$ cat config.mk
export PLATFORM = sky130hd
export DESIGN_NAME = rgbc_div
export DESIGN_NICKNAME = d
export VERILOG_FILES = /design/src/rtl/rgba_conv3x3_clamped_edges_top_macros.svh /design/src/rtl/rgbc_div.sv
export SDC_FILE = /design/constraint.sdc
export NUM_CORES = 1
export LEC_CHECK = 0
export ABC_CLOCK_PERIOD_IN_PS = 3500
export BUFFER_PORTS_ARGS = -buffer_cell sky130_fd_sc_hd__buf_4
export CAP_MARGIN = 20
export CORE_AREA = 4 4 90 92
export DETAILED_ROUTE_END_ITERATION = 10
export DIE_AREA = 0 0 94 96
export PLACE_DENSITY = 0.9
export SLEW_MARGIN = 20
export SYNTH_ARGS = -nofsm -noshare
export SYNTH_HDL_FRONTEND = slang
export SYNTH_SLANG_ARGS = --single-unit
export TNS_END_PERCENT = 5
$ cat constraint.sdc
create_clock -name aclk -period 3.5 [get_ports aclk]
set_input_delay 0.525 -clock aclk [delete_from_list [all_inputs] [get_ports aclk]]
set_output_delay 0.525 -clock aclk [all_outputs]
set_load 0.02 [all_outputs]
$ cat src/rtl/rgba_conv3x3_clamped_edges_top_macros.svh
// Assertion helpers for the convolution block.
`ifndef RGBA_CONV3X3_CLAMPED_EDGES_TOP_MACROS_SVH
`define RGBA_CONV3X3_CLAMPED_EDGES_TOP_MACROS_SVH
`ifndef SYNTHESIS
`define RGBC_ASSERT_SAME(lbl, ant, cons, msg) \
    lbl: assert property (@(posedge aclk) disable iff (!aresetn) (ant) |-> (cons)) \
        else $error(msg);
`define RGBC_ASSERT_NEXT(lbl, ant, cons, msg) \
    lbl: assert property (@(posedge aclk) disable iff (!aresetn) (ant) |=> (cons)) \
        else $error(msg);
`else
`define RGBC_ASSERT_SAME(lbl, ant, cons, msg)
`define RGBC_ASSERT_NEXT(lbl, ant, cons, msg)
`endif
`endif

$ cat src/rtl/rgbc_div.sv
module rgbc_div #(
    parameter int NW = 31,
    parameter int DW = 17
) (
    input  logic          aclk,
    input  logic          aresetn,
    input  logic          start,
    input  logic [NW-1:0] num,
    input  logic [DW-1:0] den,
    output logic          busy,
    output logic [NW-1:0] quo
);

    localparam int CW = $clog2(NW + 1);

    logic [NW-1:0] num_reg;
    logic [DW-1:0] rem_reg;
    logic [DW-1:0] den_reg;
    logic [CW-1:0] cnt_reg;
    logic          busy_reg;
    logic [DW:0]   rem_sh;
    logic          fits;

    assign rem_sh = {rem_reg, num_reg[NW-1]};
    assign fits   = rem_sh >= {1'b0, den_reg};

    // restoring division, one quotient bit per cycle
    always_ff @(posedge aclk) begin
        if (!aresetn) begin
            busy_reg <= 1'b0;
            cnt_reg  <= '0;
        end else if (start) begin
            busy_reg <= 1'b1;
            cnt_reg  <= CW'(NW);
            num_reg  <= num;
            den_reg  <= den;
            rem_reg  <= '0;
        end else if (busy_reg) begin
            num_reg <= {num_reg[NW-2:0], fits};
            rem_reg <= fits ? DW'(rem_sh - {1'b0, den_reg}) : DW'(rem_sh);
            cnt_reg <= cnt_reg - 1'b1;
            if (cnt_reg == CW'(1)) begin
                busy_reg <= 1'b0;
            end
        end
    end

    assign busy = busy_reg;
    assign quo  = num_reg;

endmodule

# Word-level counts from Yosys, hierarchy flattened
# Cells that the tools add are included.
# Widths: inputs -> output; s select.
# word_totals
register_bits	71
input_bits	51
out_inout_bits	32
word_cells	21
# op_classes
n_addsub	2
order_cmp	1
eq_ne	1
muxes	9
reduce_logical	3
# ops
cell	n
$mux 31	2
$mux 17	2
$ge 18x17->1	1
$sub 17x17->17	1
$mux 5	2
$eq 5x1->1 const B	1
$sub 5x1->5 const B	1
$reduce_and 2->1	2
$mux 1	3
$reduce_bool 2->1	1

# Depth between registers and ports, before layout
# Gate-level depths: netlist of run 1.
# depth
word_depth	4
mapped_depth	11
depth_no_buf	10

# Worst setup path after synthesis of run 1
# No wires, ideal clock.
# synth_timing
path_type	flip-flop to flip-flop
start	reg num_reg[30] (netlist: quo[30])
end	reg num_reg[0] (netlist: quo[0]) (data pin)
setup_time_ns	0.260
arrival_time_ns	2.600
t_required_ns	3.240
setup_slack_ns	0.640
path_stages_with_launch	11
n_path_buf	0
period_less_slack_ns	2.860
cell_sequence	edfxtp_1 > inv_1 > ha_1 > inv_1 > fa_1 > a211o_1 > a211o_1 > a21oi_2 > a2111o_2 > nand2_2 > mux2_2
# synth_via
elab_chain_len	3
# synth_rtl
item	line_no	rtl
start, declared	rgbc_div.sv:16	logic [NW-1:0] num_reg;
start signal, assigned	rgbc_div.sv:35	num_reg <= num;
start signal, assigned	rgbc_div.sv:39	num_reg <= {num_reg[NW-2:0], fits};
$ge 18x17->1	rgbc_div.sv:25	assign fits = rem_sh >= {1'b0, den_reg};
$mux 31	rgbc_div.sv:38	end else if (busy_reg) begin
$mux 31	rgbc_div.sv:32	end else if (start) begin
# No other way between the ends. The select of a mux whose other input is x is not followed.
# A chain may end at the register's enable or synchronous reset.

# Worst setup path in the final report of run 1
# Same ends and word-level chain as after synthesis.

==> results of run 1 <==
[area by class of cell]
type / instances / area, µm²
inverters: 26 / 97.59
clock buffers: 10 / 127.6
fillers: 530 / 2406
flip-flops and latches: 71 / 2072
repair buffers: 86 / 645.6
clock inverters: 6 / 43.79
multi-input cells: 226 / 1698
well taps: 99 / 123.9
[power by group through the flow]
| stage | clock (W) | combinational, W | sequential (W) |
|---|---|---|---|
| after CTS | 0.000605 | 0.000575 | 0.00105 |
| after global routing | 0.000647 | 0.000638 | 0.00106 |
| after global placement | 0 | 0.000550 | 0.00107 |
| after floorplan | 0 | 0.000369 | 0.00109 |
| final | 0.000597 | 0.000581 | 0.00105 |
| after detailed placement | 0 | 0.000570 | 0.00107 |
[per-layer routing]
layer  vias to the layer above  wire, µm
met3                        27      1084
met5                         -         0
met1                      1407      3630
met4                         0       217
li1                       1451         -
met2                       179      4573
[Yosys cell counts (5+ instances only)]
library cell	instances	area (µm²)
a21boi_0	6	45.04
nand3_1	17	85.08
a211oi_1	6	45.04
a21o_1	9	67.56
o21ai_0	17	85.08
a21oi_1	27	135.1
dfxtp_1	6	120.1
nor2_1	10	37.54
nand2_1	15	56.30
clkbuf_1	8	30.03
ha_1	19	237.7
edfxtp_1	65	1952
xnor2_1	7	61.31
inv_1	25	93.84
nor3_1	5	25.02
mux2_2	31	349.1
[logic make-up (layout without fill, tap and decap cells)]
group | Yosys count | count (layout)
simple gates | 66 | 66
flops | 71 | 71
compound gates | 95 | 95
xor+xnor | 11 | 11
buf+inv | 44 | 128
mux | 34 | 34
fa+ha+maj | 20 | 20
[cell usage in the layout, fill, tap and decap left out, types with 2 or more instances in the layout]
cell / instances
dfxtp_1: 6
a21oi_1: 27
nand3_1: 17
nor4_1: 2
clkinv_1: 2
and4_1: 2
a21boi_0: 6
xnor2_1: 7
o21a_1: 4
xor2_1: 4
nand4b_1: 2
o211ai_1: 2
mux2_2: 31
inv_4: 2
and3_1: 2
a21o_1: 9
o21ai_0: 17
clkbuf_8: 9
a21oi_2: 2
mux2i_1: 3
o22ai_1: 2
nand4_1: 3
a31oi_1: 3
edfxtp_1: 65
ha_1: 19
clkinv_4: 2
a211o_1: 4
a41o_1: 2
a211oi_1: 6
nor2_1: 10
buf_4: 86
inv_1: 24
nor3_1: 5
nand2_1: 15
[final timing paths]
path | endpoint | slack (ns) | cells past startpoint
worst max register to register | quo[0] | 0.46 | 10
worst min register to register | busy | 0.57 | 2
worst min-delay path | den_reg[6] | 0.34 | 1
worst max-delay path | quo[0] | 0.46 | 10
[worst reg2reg max path: stages, from the launching register on]
cell and delay, ns:
edfxtp_1 0.42, inv_1 0.08, ha_1 0.17, inv_1 0.06, fa_1 0.42, a211o_1 0.33, a211o_1 0.32, a21oi_2 0.24
a2111o_2 0.29, nand2_2 0.15, mux2_2 0.31
[through the flow]
step	utilization (%)	cells	hold WS [ns]	setup WS, ns
final	66.65	524	0.3376	0.4623
after floorplan	-	341	0.5153	0.6397
after CTS	66.65	524	0.3302	0.4756
after detailed placement	64.27	508	0.5538	0.4894
after global routing	66.65	524	0.3257	0.3226
after global placement	64.27	508	0.5446	0.5545
==> results.cfg, run 1 <==
[timing]
hold_violations = 0
fin_skew_ns = 0.009962
timing.slew.headroom_pct = 40.28
slew_viol_final = 0
period_minus_slack_ns = 3.038
fin_crit_sh_pct = 86.79
worst_pin_slew_ns = 0.8958
grt_setup_unrepaired = false
fin_setup_tns_ns = 0
setup_viol = 0
max_freq_mhz = 329.2

[synthesis]
async_flop_share_pct = 0
synth_warnings = 0
yosys.area_share.adder_pct = 6.523
synth_compound_area_share_pct = 15.90
syn_avg_cell_area_um2 = 11.59
synth_fp_nets = 412
synthMuxAreaShare_pct = 9.595
synth-xor-area-share_pct = 2.438
yosysSeqAreaShare_pct = 52.44
syn_area_um2 = 3951
synth_cell_types = 54
synth_edf_count = 65
synth_top_family_by_area = compound AO/OA/AOI/OAI gates
synthSimpleGateAreaFrac_pct = 8.518
yosys_register_bits = 71
synthCells = 341
synth-main-ff-cell = edfxtp_1

[cts]
clockBufferDepth = 2
clkTransAtPathRegs_ns = 0.08
cts_sinks = 71
numCtsBuffers = 9
clock-root-buffer = clkbuf_8
cts-htree-levels = 3
cts_hold_buf = 0
cts_tree = done
ctsResizeCount = 0
clock_latency_ns = 0.36
postCtsSetupRepairBufs = 0

[power]
p_per_area_nw_per_um2 = 464.5
combPwrFrac_pct = 26.0
clkPwrFrac_pct = 26.7
p_sw_share_pct = 31.49
power.total_w = 0.002234
power.internal_w = 0.001530
peakVddDrop_mv = 0.3093
seqPwrFrac_pct = 47.2
switchingPower_w = 0.0007033
p_leak_nw = 1.979

[detailed_routing]
routed_via_density = 5.847
totalWireLength_mm = 9.505
drt_iter0_markers = 272
drtPass1Iterations = 7
wl_per_cell_um = 18.14
ant_nets = 0
vias = 3064
route.detailed.drc = 0

[global_route]
grt_max_degree = 50
met3_usage_pct = 9.617
antenna_found_initial = 0
use_met2_pct = 36.25
track_usage_pct = 22.42
grt_pass1_vias = 3248
gr-max-usage-layer = met2
grt_remaining_overflow = 0
gr-usage-met1_pct = 25.99
grt_first_pass_wirelength_mm = 15.53

[critical_path]
crit_path_start = quo[30]
crit_path_end_kind = flip-flop
critPathLaunchType = flip-flop
max_stage_delay_ns = 0.42
critPathBufInv = 2
path_cells = inv_1 > ha_1 > inv_1 > fa_1 > a211o_1 > a211o_1 > a21oi_2 > a2111o_2 > nand2_2 > mux2_2
crit_type = reg2reg
crit_slowest_cell = edfxtp_1
worstPathArrival_ns = 3.14
crit_required_ns = 3.61
path_max_fanout = 9
cp_top_family = compound AO/OA/AOI/OAI gates
worstReg2RegStart = quo[30]

[placement]
gp_congestion = 0.8869
placed_cell_area_um2 = 4637
portBuffers = 82
hpwl_mm = 6.565

[die]
num_rows = 31
coreArea_um2 = 7214
die_area_um2 = 9024
start_util_pct = 54.77
die_h_um = 96
die_width_um = 94
ios = 83

[finish]
antennaDiodeCount = 0
drive_gt1_share_pct = 32.47
nNetsFinal = 491
area_growth_pct = 21.69
largest_reg_flops = 31
stdcell_area_um2 = 4808

[job]
max_cap_violations = 0

[status]
status = finished, final reports clean

[min_path]
hp-class = in2reg
min_from = den[6]
(Power assumes the default switching activity.)
==> run 2, diff against run 1 <==
--- a/config.mk
+++ b/config.mk
@@ -8,10 +8,10 @@
 export ABC_CLOCK_PERIOD_IN_PS = 3500
 export BUFFER_PORTS_ARGS = -buffer_cell sky130_fd_sc_hd__buf_4
 export CAP_MARGIN = 20
-export CORE_AREA = 4 4 90 92
+export CORE_AREA = 4 4 105 107
 export DETAILED_ROUTE_END_ITERATION = 10
-export DIE_AREA = 0 0 94 96
-export PLACE_DENSITY = 0.9
+export DIE_AREA = 0 0 109 111
+export PLACE_DENSITY = 0.71
 export SLEW_MARGIN = 20
 export SYNTH_ARGS = -nofsm -noshare
 export SYNTH_HDL_FRONTEND = slang
==> run 2 against run 1 <==
  * Routed wire length is 1.2% lower
  * Global-route usage decreased by 6.7 points
  * Flip-flop and latch count did not move
==> results.cfg, run 2 (synthesis results as in run 1) <==
[status]
status = finished, final reports clean

[timing]
worst_pin_slew_ns = 0.8695
slew_viol_final = 0
max_freq_mhz = 329.7
grt_setup_unrepaired = false
hold_slack_ns = 0.3458
setup_viol = 0
fin_crit_sh_pct = 86.65
timing.slew.headroom_pct = 42.03
hold_violations = 0
fin_setup_tns_ns = 0
setup_ws_ns = 0.4674
period_minus_slack_ns = 3.033
fin_skew_ns = 0.01425

[detailed_routing]
routed_via_density = 5.446
totalWireLength_mm = 9.391
ant_nets = 0
wl_per_cell_um = 16.68
route.detailed.drc = 0
drtPass1Iterations = 5
vias = 3066
drt_iter0_markers = 217

[finish]
utilization_pct = 48.19
nFillCells = 943
final_cell_mix = buf_4, edfxtp_1, mux2_2
area_growth_pct = 23.65
stdcell_area_um2 = 4886
ff_latch_area_um2 = 2072
largest_reg_flops = 31
drive_gt1_share_pct = 32.08
antennaDiodeCount = 0
nNetsFinal = 493
multiInputGateArea_um2 = 1698
final_common_cell = buf_4

[cts]
clock-root-buffer = clkbuf_8
clockBufferDepth = 2
clock_latency_ns = 0.35
cts_tree = done
cts_hold_buf = 0
cts-htree-levels = 3
postCtsSetupRepairBufs = 0
cts_sinks = 71
numCtsBuffers = 9
ctsResizeCount = 0
clkTransAtPathRegs_ns = 0.08

[power]
peakVddDrop_mv = 0.2662
p_leak_nw = 1.992
p_per_area_nw_per_um2 = 468.0

[placement]
placed_cell_area_um2 = 4698
portBuffers = 82
hpwl_mm = 6.700
dp_slack_ns = 0.4425
gp_congestion = 0.8985

[global_route]
grt_remaining_overflow = 0
grt_pass1_vias = 3141
antenna_found_initial = 0
grt_max_degree = 49
track_usage_pct = 15.77
grt_first_pass_wirelength_mm = 15.08

[die]
coreArea_um2 = 10140
num_rows = 37
ios = 83
start_util_pct = 38.97
die_width_um = 109
die_area_um2 = 12100
die_h_um = 111

[min_path]
hp-class = in2reg

[job]
max_cap_violations = 0

[critical_path]
critPathLaunchType = flip-flop
worstPathArrival_ns = 3.14
crit_required_ns = 3.61
crit_type = reg2reg
path_max_fanout = 9
crit_path_end_kind = flip-flop
-- run 2: changes by cell type in the layout (fill, tap and decap cells not counted) --
cell / delta
clkinv_4: -2
bufinv_16: +1
inv_6: -1
clkbuf_8: +1
inv_4: -2
buf_4: +2
clkbuf_1: +3
-- run 2: metrics by stage --
| stage | cells | total power, W |
|---|---|---|
| floorplan | 341 | 0.001460 |
| global placement | 547 | 0.001630 |
| detailed placement | 547 | 0.001641 |
| CTS | 563 | 0.002301 |
| global route | 563 | 0.002409 |
| finish | 563 | 0.002287 |
-- run 2: path summary, 6_finish.rpt --
path                            startpoint    endpoint  slack (ns)  cells after the start
worst max register to register     quo[30]      quo[0]        0.47                     10
worst min-delay path                den[8]  den_reg[8]        0.35                      1
worst max-delay path               quo[30]      quo[0]        0.47                     10
worst min register to register      quo[9]     quo[10]        0.58                      1
-- run 2: power by group --
| part | internal [W] | switching, W |
|---|---|---|
| combinational | 0.000255 | 0.000320 |
| sequential | 0.00101 | 0.0000400 |
| clock | 0.000350 | 0.000308 |
| total | 0.00162 | 0.000668 |
-- run 2: critical path: stages, from the launching register on --
cell      delay (ns)
edfxtp_1        0.41
inv_1           0.08
ha_1            0.17
inv_1           0.06
fa_1            0.42
a211o_1         0.34
a211o_1         0.32
a21oi_2         0.25
a2111o_2        0.29
nand2_2         0.15
mux2_2          0.32
-- run 2: per-layer routing --
metal  wire length (µm)  up-vias  GRT usage (%)
met5                  0        -              0
met4                248        0          7.407
met3                886       24          6.174
met2               4294      129          23.96
met1               3962     1464          19.49
li1                   -     1449              -
-- run 2: final cells by class --
class | instances | area share [%]
multi-input cells | 226 | 34.75
repair buffers | 88 | 13.52
clock inverters | 2 | 0.7170
clock buffers | 14 | 3.124
well taps | 136 | 3.483
inverters | 26 | 1.997
flip-flops and latches | 71 | 42.41
==> run 3, diff against run 2 <==
--- a/config.mk
+++ b/config.mk
@@ -5,13 +5,13 @@
 export SDC_FILE = /design/constraint.sdc
 export NUM_CORES = 1
 export LEC_CHECK = 0
-export ABC_CLOCK_PERIOD_IN_PS = 3500
+export ABC_CLOCK_PERIOD_IN_PS = 2550
 export BUFFER_PORTS_ARGS = -buffer_cell sky130_fd_sc_hd__buf_4
 export CAP_MARGIN = 20
 export CORE_AREA = 4 4 105 107
 export DETAILED_ROUTE_END_ITERATION = 10
 export DIE_AREA = 0 0 109 111
-export PLACE_DENSITY = 0.71
+export PLACE_DENSITY = 0.74
 export SLEW_MARGIN = 20
 export SYNTH_ARGS = -nofsm -noshare
 export SYNTH_HDL_FRONTEND = slang
==> constraint.sdc (replaced) <==
create_clock -name aclk -period 2.55 [get_ports aclk]
set_input_delay 0.3825 -clock aclk [delete_from_list [all_inputs] [get_ports aclk]]
set_output_delay 0.3825 -clock aclk [all_outputs]
set_load 0.02 [all_outputs]
==> run 3 against run 2 <==
  * The run now ends with negative setup slack left
  * Combinational power rose by 57%
  * Highest routed layer unchanged
  * Clock power rose by 30%
  * Sequential share of layout area fell by 2.5 points
  * Fmax rose by 9.5%
  * Power rose by 40%
==> results.cfg, run 3 (synthesis results as in run 1) <==
[critical_path]
crit_path_end_kind = flip-flop
crit_required_ns = 2.67
worstReg2RegStart = quo[30]
worstPathArrival_ns = 2.89
crit_path_start = quo[30]
reg2reg_to = quo[0]
reg2regPathDepth = 10
critPathLaunchType = flip-flop
crit_end = quo[0]
path_max_fanout = 7
crit_type = reg2reg
ff2ff_setup_slack_ns = -0.22

[global_route]
grt_pass1_vias = 3260
antenna_found_initial = 0
track_usage_pct = 16.49
grt_first_pass_wirelength_mm = 15.73
grt_remaining_overflow = 0
grt_max_degree = 39

[detailed_routing]
wl_per_cell_um = 16.21
ant_nets = 0
totalWireLength_mm = 9.680
routed_via_density = 5.380
route.detailed.drc = 0
vias = 3212
drtPass1Iterations = 5
drt_iter0_markers = 221

[finish]
multiInputGateArea_um2 = 1742
utilization_pct = 51.20
area_growth_pct = 31.38
drive_gt1_share_pct = 39.48
antennaDiodeCount = 0
stdcell_area_um2 = 5191
final_cell_mix = buf_4, edfxtp_1, mux2_2
nFillCells = 876
ff_latch_area_um2 = 2072
largest_reg_flops = 31
final_cells = 597
nNetsFinal = 527
final_common_cell = buf_4

[cts]
clockBufferDepth = 2
numCtsBuffers = 9
clkTransAtPathRegs_ns = 0.09
clock_latency_ns = 0.36
clock-root-buffer = clkbuf_8
cts-htree-levels = 3
cts_tree = done
cts_sinks = 71

[power]
p_leak_nw = 2.172
combPwrFrac_pct = 28.2
p_sw_share_pct = 30.27
p_per_area_nw_per_um2 = 617.2
seqPwrFrac_pct = 45.1
clkPwrFrac_pct = 26.7
switchingPower_w = 0.0009698
power.internal_w = 0.002234
peakVddDrop_mv = 0.3636

[min_path]
hp-class = in2reg

[die]
start_util_pct = 38.97
die_area_um2 = 12100
ios = 83
die_h_um = 111
coreArea_um2 = 10140
die_width_um = 109
num_rows = 37

[timing]
max_freq_mhz = 361.1
grt_setup_unrepaired = true
period_minus_slack_ns = 2.769
worst_pin_slew_ns = 0.4579
slew_viol_final = 0
setup_ws_ns = -0.2195
setup_viol = 18
fin_crit_sh_pct = 108.6
timing.slew.headroom_pct = 69.41
fin_skew_ns = 0.01913
hold_violations = 0
hold_slack_ns = 0.1950

[status]
violations = negative setup slack
status = finished, violations left

[job]
max_cap_violations = 0

[placement]
placed_cell_area_um2 = 4908
gp_congestion = 0.9170
portBuffers = 82
hpwl_mm = 7.264
dp_slack_ns = -0.2051
dp_cells = 574
## run 3: power by group through the flow
| stage | Sequential [W] | Combinational, W | Clock [W] |
|---|---|---|---|
| CTS | 0.00145 | 0.000877 | 0.000880 |
| floorplan | 0.00150 | 0.000510 | 0 |
| detailed placement | 0.00147 | 0.000866 | 0 |
| global placement | 0.00147 | 0.000843 | 0 |
| finish | 0.00145 | 0.000904 | 0.000854 |
| global route | 0.00145 | 0.000991 | 0.000927 |
## run 3: worst max-delay path, stage by stage, from the launching register on
cell      delay [ns]
edfxtp_1        0.39
inv_1           0.09
ha_2            0.19
inv_2           0.04
fa_2            0.33
a211o_1         0.33
a211o_1         0.34
a21oi_2         0.21
a2111o_2        0.25
nand2_4         0.09
mux2_4          0.27
## run 3: how the worst min path moves through the flow
stage	startpoint	end	slack (ns)	depth (start not counted)
floorplan	den[0]	den_reg[0]	0.48	0
global placement	cnt_reg[4]	busy	0.53	2
detailed placement	cnt_reg[4]	busy	0.54	2
CTS	den[4]	den_reg[4]	0.18	1
global route	den[5]	den_reg[5]	0.19	1
finish	den[9]	den_reg[9]	0.19	1
## run 3: cell type report
| type | instances | area share (%) |
|---|---|---|
| clock buffer | 11 | 2.940 |
| clock inverter | 5 | 0.5785 |
| inverter | 26 | 1.880 |
| multi-input combinational | 226 | 33.55 |
| sequential | 71 | 39.91 |
| tap | 136 | 3.278 |
| timing repair buffer | 122 | 17.86 |
## run 3: per-layer routing
| layer | wire length [µm] | track usage [%] |
|---|---|---|
| met5 | 0 | 0 |
| met3 | 1042 | 5.649 |
| met2 | 4454 | 25.18 |
| met1 | 3955 | 21.05 |
| met4 | 228 | 7.155 |
## run 3: through the flow
step	TNS, ns	power (W)
after floorplan	-2.122	0.002007
after global placement	-0.1264	0.002311
after detailed placement	-1.713	0.002335
after CTS	-1.762	0.003202
after global routing	-4.780	0.003373
final	-3.154	0.003204
## run 3: repair_timing
action / CTS / global route
hold buffers: 0 / 0
buffers inserted: 4 / 3
gates resized for setup: 1 / 14
endpoints found under the setup margin: 18 / 18
pin swaps: 2 / 7
