## src/rtl/rgba_conv3x3_clamped_edges_top_macros.svh

```systemverilog
// Assertion helpers for the convolution block.
`ifndef RGBA_CONV3X3_CLAMPED_EDGES_TOP_MACROS_SVH
`define RGBA_CONV3X3_CLAMPED_EDGES_TOP_MACROS_SVH
`ifndef SYNTHESIS
`define RGBC_ASSERT_SAME(lbl, ant, cons, msg) \
    lbl: assert property (@(posedge aclk) disable iff (!aresetn) (ant) |-> (cons)) \
        else $error(msg);
`define RGBC_ASSERT_NEXT(lbl, ant, cons, msg) \
    lbl: assert property (@(posedge aclk) disable iff (!aresetn) (ant) |=> (cons)) \
        else $error(msg);
`else
`define RGBC_ASSERT_SAME(lbl, ant, cons, msg)
`define RGBC_ASSERT_NEXT(lbl, ant, cons, msg)
`endif
`endif

```

## src/rtl/rgbc_pkg.sv

```systemverilog
package rgbc_pkg;

    localparam int MAX_WIDTH_DEF  = 2048;
    localparam int MAX_HEIGHT_DEF = 2048;
    localparam int COEF_BITS_DEF  = 8;

    localparam int PIX_W = 32;

    typedef logic [PIX_W-1:0] pixel_t;
    // one window column, index 0 is the oldest row
    typedef logic [2:0][PIX_W-1:0] col_t;

    localparam logic [2:0] REG_WIDTH   = 3'd0;
    localparam logic [2:0] REG_HEIGHT  = 3'd1;
    localparam logic [2:0] REG_KTOP    = 3'd2;
    localparam logic [2:0] REG_KBOT    = 3'd3;
    localparam logic [2:0] REG_DIVISOR = 3'd4;
    localparam logic [2:0] REG_MASK    = 3'd5;

    localparam logic signed [15:0] DIV_UNITY = 16'sd256;

endpackage

```

## src/rtl/rgbc_cell.sv

```systemverilog
module rgbc_cell (
    input  logic          aclk,
    input  logic          aresetn,
    input  logic          shift,
    input  rgbc_pkg::col_t col_in,
    output rgbc_pkg::col_t col_out
);

    rgbc_pkg::col_t col_reg;

    always_ff @(posedge aclk) begin
        if (!aresetn) begin
            col_reg <= '0;
        end else if (shift) begin
            col_reg <= col_in;
        end
    end

    assign col_out = col_reg;

endmodule

```

## config.mk

```make
export PLATFORM = sky130hd
export DESIGN_NAME = rgbc_cell
export DESIGN_NICKNAME = d
export VERILOG_FILES = /design/src/rtl/rgba_conv3x3_clamped_edges_top_macros.svh /design/src/rtl/rgbc_pkg.sv /design/src/rtl/rgbc_cell.sv
export SDC_FILE = /design/constraint.sdc
export NUM_CORES = 1
export LEC_CHECK = 0
export ABC_AREA = 1
export BUFFER_PORTS_ARGS = -buffer_cell sky130_fd_sc_hd__buf_2
export CAP_MARGIN = 10
export CORE_UTILIZATION = 43
export CTS_BUF_LIST = sky130_fd_sc_hd__clkbuf_4
export DETAILED_ROUTE_END_ITERATION = 10
export GPL_ROUTABILITY_DRIVEN = 0
export MAX_ROUTING_LAYER = met4
export PLACE_DENSITY = 0.75
export SYNTH_ARGS = -nofsm -noshare
export SYNTH_HDL_FRONTEND = slang
export SYNTH_SLANG_ARGS = --single-unit
```

## constraint.sdc

```tcl
create_clock -name aclk -period 0.8 [get_ports aclk]
set_input_delay 0.16 -clock aclk [delete_from_list [all_inputs] [get_ports aclk]]
set_output_delay 0.16 -clock aclk [all_outputs]
set_load 0.01 [all_outputs]
```

# [Yosys cells after proc, flatten, opt, wreduce, memory -nomap -nowiden]
# Cells that the tools add are included.
[word_totals] out_inout_bits=96 in_bits=99 memories=0 ram_bits=0 mem_bits_ro=0 register_bits=96 wordCells=3 latch_bits=0
[classes] n_div=0 n_addsub=0 n_reduce_logical=0 bitwise=0 n_eq_ne=0 mux=0 n_lt_le_gt_ge=0 mul=0 shift=0

# [Logic depth before layout (Yosys ltp)]
# Gate-level depths: netlist of the first run.
[logic_depth] word_depth=0 ltp_mapped=5 depth_no_buf=4

# [Worst setup path after synthesis of the first run]
# No wires, ideal clock.
[synth_timing] path_kind="input to register" startpoint="input aresetn" endpoint="register col_reg, in the netlist col_out[0]" n_path_buf=3 slack_ns=0.059 t_arrival_ns=0.628 stages=5 t_required_ns=0.687 setup_time_ns=0.113 cell_sequence="buf_2 > buf_6 > buf_6 > nand2_1 > nor2_1"
[synth_rtl] item="from (decl)" line_no="rgbc_cell.sv:3" rtl="input logic aresetn,"
[synth_rtl] item="to (signal assigned)" line_no="rgbc_cell.sv:15" rtl="col_reg <= col_in;"
[synth_rtl] item="to (decl)" line_no="rgbc_cell.sv:9" rtl="rgbc_pkg::col_t col_reg;"

# [Final worst setup path of the first run]
[layout_timing] startpoint="register col_reg, in the netlist col_out[37]" endpoint="output col_out[37] in the netlist's numbering"
[layout_rtl] item="to (decl)" line_no="rgbc_cell.sv:6" rtl="output rgbc_pkg::col_t col_out"
# No word-level cell between the ends.

==> results of run 1 <==
==> layout make-up <==
class	count	share of cell area
well taps	111	0.0202
flip-flops and latches	96	0.296
clock inverters	5	0.0118
multi-input cells	384	0.210
repair buffers	309	0.399
clock buffers	10	0.0109
inverters	96	0.0523
==> cell usage after synthesis <==
library cell and instances:
buf_6 25, nand2_1 192, inv_1 96, nor2_1 192, dfxtp_1 96, buf_2 7
==> cells in the final DEF (no fill, tap or decap), types with 2 or more instances in the layout <==
cell           instances
nand2_1              192
buf_6                 96
buf_2                 97
bufinv_16              2
dfxtp_2               96
buf_4                 20
dlygate4sd3_1         89
buf_12                 7
inv_1                 96
clkbuf_4              10
nor2_1               191
==> how the worst max path moves through the flow <==
stage                           start           to  slack [ps]  cells after the start
final                     col_out[37]  col_out[37]        -270                      1
after detailed placement        shift  col_out[79]         -90                      5
after floorplan               aresetn   col_out[0]          60                      5
after CTS                 col_out[28]  col_out[28]        -300                      1
after global placement          shift  col_out[76]         -80                      5
after global routing      col_out[91]  col_out[91]        -330                      1
==> worst reg2reg max path: stages, from the launching register on <==
cell and delay (ps):
dfxtp_2 360, buf_4 130, nor2_2 120, nor2_1 70
==> layer usage <==
| layer | global-route usage | vias to the layer above | part of all wire |
|---|---|---|---|
| met1 | 0.272 | 2023 | 0.39 |
| met3 | 0.0617 | 46 | 0.077 |
| met2 | 0.464 | 230 | 0.50 |
| met5 | - | - | 0 |
| li1 | - | 2282 | - |
| met4 | 0.134 | 0 | 0.035 |
==> repair_timing <==
action                                  in CTS  in global routing
hold buffers                                89                  0
setup buffers                                0                 12
endpoints found under the setup margin      96                 96
endpoints found under the hold margin       89                  0
resized for setup                          194                  1
==> cells by family (layout without fill, tap and decap cells) <==
kind of cell  count (synthesis)  count (layout)  synth area share
buf+inv                     128             420             0.168
flops                        96              96             0.476
simple gates                384             384             0.357
==> through the flow <==
stage               total power [mW]   util  instance area, um^2  hold WS, ps  cells
finish                          10.9  0.753                 6890         22.0   1011
global route                    11.4  0.753                 6890         11.9   1011
CTS                             10.8  0.743                 6800        0.399    999
detailed placement              7.06  0.549                 5030          449    895
global placement                7.04  0.549                 5030          442    895
floorplan                       6.40      -                 4040          348    608
==> power by group through the flow <==
stage | clock network (mW) | registers [mW] | logic [mW]
after floorplan | 0 | 5.54 | 0.858
after global placement | 0 | 5.37 | 1.67
after detailed placement | 0 | 5.37 | 1.68
after CTS | 2.96 | 5.42 | 2.38
after global routing | 3.14 | 5.47 | 2.79
final | 2.88 | 5.43 | 2.57
==> results.json, run 1 <==
{
  "fp.dieW_um": 98.9,
  "power_switching_share": 0.271,
  "ant_nets": 0,
  "drtIter0Drc": 152,
  "clock-sinks": 96,
  "critical_path.reg2reg.startpoint": "col_out[93]",
  "slowest_stage": "dfxtp_2",
  "min_path_type": "in -> reg",
  "finalSetupViolCount": 96,
  "routedWlPerCell_um": 13.0,
  "path_cells": "buf_6",
  "die_area_um2": 9790,
  "vdd.ir_drop.worst_mv": 1.29,
  "netSwitchingPower_mw": 2.95,
  "post_synthesis_area_per_instance_um2": 6.64,
  "placement_rows": 35,
  "post_synthesis_cells": 608,
  "whs_endpoint": "col_out[42]",
  "power.leakage_nw": 3.82,
  "grt_pass1_vias": 4316,
  "die_y_um": 98.9,
  "final_max_slew_viol_count": 0,
  "starting_density": 0.441,
  "worst_r2r_endpoint": "col_out[93]",
  "critical_path.max_stage_delay_ps": 380,
  "netlist_area_um2": 4040,
  "power_per_cell_area_nw_per_um2": 1580,
  "totalWireLength_um": 13100,
  "finalHoldViolCount": 0,
  "root_buffer": "clkbuf_4",
  "drt_pass1_iterations": 5,
  "cp_top_family": "flip-flops",
  "multiInputGateArea_um2": 1440,
  "antenna-diode-count": 0,
  "port_buffers": 194,
  "clock_tree.htree_level_count": 3,
  "final_net_count": 995,
  "final.period_utilization": 1.33,
  "largest_register_ff_count": 96,
  "ys.warnings.count": 0,
  "clkLatencyLatePin_ps": 420,
  "synth_top_cell_by_area": "dfxtp_1",
  "worst-path-buf-inv": 1,
  "detailed_place_hpwl_um": 6000,
  "critical_path.max_fanout": 2,
  "track_usage": 0.263,
  "synth.lib_cells_used.distinct": 6,
  "yosysSeqAreaShare": 0.476,
  "worstPathRequired_ps": 640,
  "detailedPlace.worstSlack_ps": -86.9,
  "synth.top_cells.by_area": "dfxtp_1 48%, nand2_1 18%, nor2_1 18%, inv_1 8.9%, buf_6 7.0%",
  "final_layout_size_suffix_gt1_frac": 0.368,
  "timing_worst_slew_pin_value_ps": 206,
  "crit_type": "reg -> out",
  "number_of_cells_on_the_worst_hold_path": 5,
  "intPower_mw": 7.94,
  "clock_power_share": 0.265,
  "tritoncts": "yes",
  "worst_slack_ps": -266,
  "numCtsBuffers": 9,
  "worst_hold_startpoint": "col_in[42]",
  "syn_nets": 707,
  "status": "finished with violations",
  "timing.max_cap.violations": 0,
  "grt_antenna_before_repair": 0,
  "area_share_of_the_largest_cell_type_after_synthesis": 0.476,
  "ctsLongestPathBuffers": 2,
  "timing.reg2reg.setup_slack_ps": 40,
  "worst_clock_skew_ps": 0,
  "rsz0062_at_grt": "yes",
  "cp-end-kind": "primary output",
  "area_delta_synth_final_pct": 70.5,
  "total_number_of_vias": 4581,
  "grt_remaining_overflow": 0,
  "failed_checks": "setup timing",
  "grt_max_degree": 43,
  "fillCellCount": 567,
  "vias_per_cell": 4.53,
  "post-route-min-period_ps": 1070,
  "cp-start-kind": "register",
  "grt_first_pass_wirelength_um": 19800,
  "timing.reg2reg.worst_path_depth": 3,
  "synth_seq_cells": 96,
  "sequentialPowerShare": 0.499,
  "regArea_um2": 2040,
  "worst_setup_hold_path_clk_slew_ps": 150,
  "maxClockFrequency_mhz": 938,
  "data_arrival_time_of_the_worst_path_ps": 910,
  "design.core.area_um2": 9150,
  "power.combinational.fraction": 0.237,
  "io_pins": 195,
  "detail_route.drc_violations": 0,
  "totalNegativeSetupSlack_ps": -23430,
  "max_slew_margin": 0.863
}
No activity file was read; power rests on OpenSTA's default activity.
==> run 2, diff against run 1 <==
--- a/config.mk
+++ b/config.mk
@@ -5,15 +5,14 @@
 export SDC_FILE = /design/constraint.sdc
 export NUM_CORES = 1
 export LEC_CHECK = 0
-export ABC_AREA = 1
 export BUFFER_PORTS_ARGS = -buffer_cell sky130_fd_sc_hd__buf_2
 export CAP_MARGIN = 10
-export CORE_UTILIZATION = 43
+export CORE_UTILIZATION = 42
 export CTS_BUF_LIST = sky130_fd_sc_hd__clkbuf_4
 export DETAILED_ROUTE_END_ITERATION = 10
 export GPL_ROUTABILITY_DRIVEN = 0
 export MAX_ROUTING_LAYER = met4
-export PLACE_DENSITY = 0.75
+export PLACE_DENSITY = 0.76
 export SYNTH_ARGS = -nofsm -noshare
 export SYNTH_HDL_FRONTEND = slang
 export SYNTH_SLANG_ARGS = --single-unit
==> results.json, run 2 <==
{
  "worst_clock_skew_ps": 0,
  "timing.reg2reg.worst_path_depth": 3,
  "netlist_area_um2": 3660,
  "layout_commonest_cell": "buf_6",
  "synth_seq_cells": 96,
  "yosysSeqAreaShare": 0.525,
  "critical_path.max_fanout": 2,
  "routedWlPerCell_um": 16.6,
  "critical_path_depth": 1,
  "final_cells": 726,
  "area_delta_synth_final_pct": 83.4,
  "worst_slack_ps": -281,
  "drtIter0Drc": 51,
  "final.period_utilization": 1.35,
  "timing.max_cap.violations": 0,
  "crit_type": "reg -> out",
  "post-layout-total-power_mw": 10.3,
  "clock_power_share": 0.252,
  "area_share_of_the_largest_cell_type_after_synthesis": 0.525,
  "finish.instance_area_um2": 6720,
  "number_of_enable_type_register_cells_in_the_synthesized_netlist": 0,
  "synth.top_cells.by_area": "dfxtp_1 52%, mux2i_1 26%, nor2b_1 16%, buf_12 2.2%, buf_4 1.2%",
  "ant_nets": 0,
  "ctsLongestPathBuffers": 2,
  "drt_pass1_iterations": 4,
  "timing.critical_path.from": "col_out[28]",
  "clkLatencyLatePin_ps": 420,
  "intPower_mw": 7.55,
  "track_usage": 0.260,
  "final_layout_size_suffix_gt1_frac": 0.548,
  "data_arrival_time_of_the_worst_path_ps": 920,
  "netSwitchingPower_mw": 2.71,
  "post_synthesis_area_per_instance_um2": 11.9,
  "numCtsBuffers": 9,
  "syn_nets": 408,
  "power.combinational.fraction": 0.226,
  "timing_worst_slew_pin_value_ps": 221,
  "critical_path.reg2reg.startpoint": "col_out[63]",
  "cp-end-kind": "primary output",
  "finalHoldViolCount": 0,
  "worst_r2r_endpoint": "col_out[63]",
  "min_path_type": "in -> reg",
  "worst_setup_hold_path_clk_slew_ps": 160,
  "vdd.ir_drop.worst_mv": 0.978,
  "clock_tree.htree_level_count": 3,
  "finalSetupViolCount": 104,
  "cp_top_family": "flip-flops",
  "slowest_stage": "dfxtp_2",
  "synth_top_cell_by_area": "dfxtp_1",
  "rsz0062_at_grt": "yes",
  "port_buffers": 194,
  "root_buffer": "clkbuf_4",
  "placement.cell_area_um2": 4730,
  "numPlacedInstances": 597,
  "timing.reg2reg.setup_slack_ps": -40,
  "post_synthesis_cells": 309,
  "worstPathRequired_ps": 640,
  "synth.lib_cells_used.distinct": 8,
  "io_pins": 195,
  "grt_pass1_vias": 3561,
  "starting_density": 0.439,
  "final_max_slew_viol_count": 0,
  "total_number_of_vias": 3409,
  "path_cells": "buf_6",
  "maxClockFrequency_mhz": 925,
  "grt_max_degree": 51,
  "final_cell_mix": "106 x buf_6, 97 x buf_2, 96 x nor2b_1, 96 x dfxtp_2",
  "fp.dieW_um": 95.4,
  "critical_path.max_stage_delay_ps": 380,
  "power_per_cell_area_nw_per_um2": 1530,
  "power_switching_share": 0.264,
  "detail_route.drc_violations": 0,
  "detailed_place_hpwl_um": 5810,
  "tritoncts": "yes",
  "clock-sinks": 96,
  "die_area_um2": 9100,
  "ys.warnings.count": 0,
  "largest_register_ff_count": 96,
  "grt_remaining_overflow": 0,
  "worst-path-buf-inv": 1,
  "post-route-min-period_ps": 1080,
  "vias_per_cell": 4.70,
  "antenna-diode-count": 0,
  "max_slew_margin": 0.848,
  "die_y_um": 95.4,
  "grt_antenna_before_repair": 0,
  "final_net_count": 715,
  "critPathCapture": "col_out[28]",
  "placement_rows": 33,
  "design.core.area_um2": 8340,
  "totalWireLength_um": 12100,
  "synth-main-ff-cell": "dfxtp_1",
  "cp-start-kind": "register",
  "power.leakage_nw": 3.17,
  "asyncSetResetFlopFracSynth": 0,
  "synth_commonest_cells": "96 x dfxtp_1, 96 x mux2i_1, 96 x nor2b_1",
  "grt_first_pass_wirelength_um": 17300,
  "status": "finished with violations",
  "sequentialPowerShare": 0.521,
  "failed_checks": "setup timing"
}
[run 2: logic make-up after synthesis]
logic type,after synthesis,share of synthesized area
multiplexers,96,0.262
AND/OR/NAND/NOR,96,0.164
flip-flops,96,0.525
buffers and inverters,21,0.0489
[run 2: what timing repair did]
action / 4_1_cts / 5_1_grt
endpoints found under the setup margin: 96 / 97
resized for setup: 192 / 14
hold buffers: 91 / 1
buffers inserted: 5 / 17
endpoints found under the hold margin: 91 / 1
gates cloned: 0 / 0
[run 2: worst min path at each step]
stage | start | endpoint | slack (ps) | cells past startpoint
after global routing | col_in[84] | col_out[84] | 7 | 3
after global placement | col_in[70] | col_out[70] | 420 | 3
after detailed placement | col_in[76] | col_out[76] | 420 | 3
after CTS | col_in[6] | col_out[6] | 1 | 3
final | col_in[84] | col_out[84] | 30 | 3
after floorplan | col_in[29] | col_out[29] | 330 | 2
[run 2: per-layer routing]
metal  part of all wire  track usage  routed length, um
met5                  0            -                  0
met4              0.029        0.121                345
met1               0.38        0.270               4630
met2               0.51        0.456               6110
met3              0.081       0.0710                972
[run 2: power groups by stage]
stage               Sequential, mW  Clock, mW  Combinational (mW)
floorplan                     5.44          0               0.685
global placement              5.30          0                1.40
detailed placement            5.31          0                1.44
CTS                           5.33       2.69                2.12
global route                  5.38       2.90                2.47
finish                        5.35       2.59                2.32
[run 2: final cells by class]
type	instances	area, um^2
repair buffers	317	2830
flip-flops and latches	96	2040
fillers	445	1620
multi-input cells	192	1580
well taps	105	131
clock inverters	7	72.6
clock buffers	9	67.6
[run 2: through the flow]
step / util / TNS, ps / setup WS (ps) / hold slack [ps]
floorplan: - / -2330 / -58.2 / 329
global placement: 0.567 / -10810 / -143 / 415
detailed placement: 0.567 / -13490 / -198 / 425
CTS: 0.784 / -27410 / -312 / 1.23
global route: 0.805 / -30650 / -349 / 6.55
finish: 0.805 / -24320 / -281 / 34.2
==> run 3, diff against run 2 <==
--- a/config.mk
+++ b/config.mk
@@ -11,6 +11,7 @@
 export CTS_BUF_LIST = sky130_fd_sc_hd__clkbuf_4
 export DETAILED_ROUTE_END_ITERATION = 10
 export GPL_ROUTABILITY_DRIVEN = 0
+export GPL_TIMING_DRIVEN = 0
 export MAX_ROUTING_LAYER = met4
 export PLACE_DENSITY = 0.76
 export SYNTH_ARGS = -nofsm -noshare
==> results.json, run 3 (synthesis results as in run 2) <==
{
  "timing.max_cap.violations": 0,
  "totalNegativeSetupSlack_ps": -24480,
  "worst_hold_startpoint": "col_in[9]",
  "slowest_stage": "dfxtp_2",
  "worst-path-buf-inv": 1,
  "critical_path_depth": 1,
  "numCtsBuffers": 9,
  "vdd.ir_drop.worst_mv": 1.06,
  "min_path_type": "in -> reg",
  "failed_checks": "setup timing",
  "design.core.area_um2": 8340,
  "power.combinational.fraction": 0.221,
  "final.period_utilization": 1.35,
  "grt_max_degree": 15,
  "timing.critical_path.from": "col_out[59]",
  "grt_antenna_before_repair": 0,
  "root_buffer": "clkbuf_4",
  "cp-start-kind": "register",
  "worst_clock_skew_ps": 0,
  "die_y_um": 95.4,
  "port_buffers": 192,
  "finish.instance_area_um2": 6770,
  "area_delta_synth_final_pct": 84.8,
  "final_max_slew_viol_count": 0,
  "crit_type": "reg -> out",
  "critical_path.reg2reg.startpoint": "col_out[13]",
  "clock-sinks": 96,
  "detailedPlace.worstSlack_ps": -181,
  "power_per_cell_area_nw_per_um2": 1550,
  "critical_path.max_stage_delay_ps": 390,
  "critPathCapture": "col_out[59]",
  "placement_rows": 33,
  "timing.reg2reg.worst_path_depth": 4,
  "intPower_mw": 7.92,
  "critical_path.max_fanout": 2,
  "total_number_of_vias": 3434,
  "ant_nets": 0,
  "drt_pass1_iterations": 4,
  "data_arrival_time_of_the_worst_path_ps": 920,
  "netSwitchingPower_mw": 2.57,
  "fp.dieW_um": 95.4,
  "final_net_count": 724,
  "path_cells": "buf_6",
  "worst_slack_ps": -282,
  "sequentialPowerShare": 0.510,
  "cp_top_family": "flip-flops",
  "drtIter0Drc": 56,
  "finalSetupViolCount": 99,
  "timing_worst_slew_pin_value_ps": 345,
  "die_area_um2": 9100,
  "starting_density": 0.439,
  "track_usage": 0.252,
  "detail_route.drc_violations": 0,
  "fillCellCount": 441,
  "finalCoreUtilization": 0.811,
  "status": "finished with violations",
  "final_cell_mix": "106 x buf_6, 96 x nor2b_1, 96 x dfxtp_2, 96 x buf_2, 94 x mux2i_1",
  "maxClockFrequency_mhz": 924,
  "grt_first_pass_wirelength_um": 16700,
  "timing.reg2reg.setup_slack_ps": -50,
  "antenna-diode-count": 0,
  "cp-end-kind": "primary output",
  "post-route-min-period_ps": 1080,
  "rsz0062_at_grt": "yes",
  "worst_setup_hold_path_clk_slew_ps": 130,
  "ctsLongestPathBuffers": 2,
  "worst_r2r_endpoint": "col_out[13]",
  "vias_per_cell": 4.68,
  "finalHoldViolCount": 0,
  "layout_commonest_cell": "buf_6",
  "max_slew_margin": 0.770,
  "power.leakage_nw": 3.20,
  "grt_remaining_overflow": 0,
  "grt_pass1_vias": 3527,
  "clock_power_share": 0.269,
  "detailed_place_hpwl_um": 6080,
  "tritoncts": "yes",
  "final_layout_size_suffix_gt1_frac": 0.536,
  "worstPathRequired_ps": 640,
  "routedWlPerCell_um": 16.3,
  "placement.cell_area_um2": 4770,
  "io_pins": 195,
  "power_switching_share": 0.245,
  "largest_register_ff_count": 96,
  "totalWireLength_um": 12000,
  "clkLatencyLatePin_ps": 430,
  "post-layout-total-power_mw": 10.5,
  "clock_tree.htree_level_count": 3
}
==> run 3: cell count changes in the layout (fill, tap and decap cells not counted), moves of 2 or more <==
cell,change
buf_4,-2
clkinv_4,-3
clkbuf_4,+2
mux2i_1,+2
clkbuf_1,+9
mux2i_2,-2
==> run 3: what timing repair did <==
| action | 4_1_cts | 5_1_grt |
|---|---|---|
| hold endpoints to repair | 93 | 0 |
| setup buffers | 4 | 17 |
| hold buffers | 93 | 0 |
| endpoints found under the setup margin | 96 | 98 |
| gates cloned | 0 | 0 |
| resized for setup | 192 | 12 |
| pin swaps | 0 | 0 |
==> run 3: worst min-delay path by stage <==
stage               cells past startpoint           to
finish                                  3   col_out[9]
detailed placement                      3  col_out[10]
global placement                        3  col_out[67]
global route                            3   col_out[8]
CTS                                     3  col_out[63]
floorplan                               2  col_out[29]
==> run 3: power by group through the flow <==
stage	clock network (mW)	logic, mW	registers, mW
finish	2.82	2.32	5.35
floorplan	0	0.685	5.44
global route	3.08	2.47	5.38
detailed placement	0	1.46	5.30
global placement	0	1.43	5.29
CTS	2.91	2.14	5.32
==> run 3: final cells by class <==
class	count	area [um^2]	area share
repair buffers	305	2680	0.396
flip-flops and latches	96	2040	0.302
multi-input cells	192	1570	0.232
plain buffers	21	191	0.0283
well taps	105	131	0.0194
clock buffers	11	82.6	0.0122
clock inverters	4	70.1	0.0104
==> run 3: through the flow <==
step           hold WS (ps)  cells
2_1_floorplan           329    309
3_3_place_gp            414    606
3_5_place_dp            423    606
4_1_cts                3.17    718
5_1_grt                7.89    734
6_report               27.1    734
==> run 3: worst reg2reg max path, cell delays in order, from the launching register on <==
cell     delay (ps)
dfxtp_2         350
buf_4           130
buf_6           100
mux2i_1         120
nor2b_1          70
==> run 3: layer usage <==
layer | vias up | share of wire | global-route usage
met2 | 157 | 0.52 | 0.442
met4 | 0 | 0.016 | 0.0933
met3 | 19 | 0.069 | 0.0710
li1 | 1649 | - | -
met5 | - | 0 | -
met1 | 1609 | 0.39 | 0.270
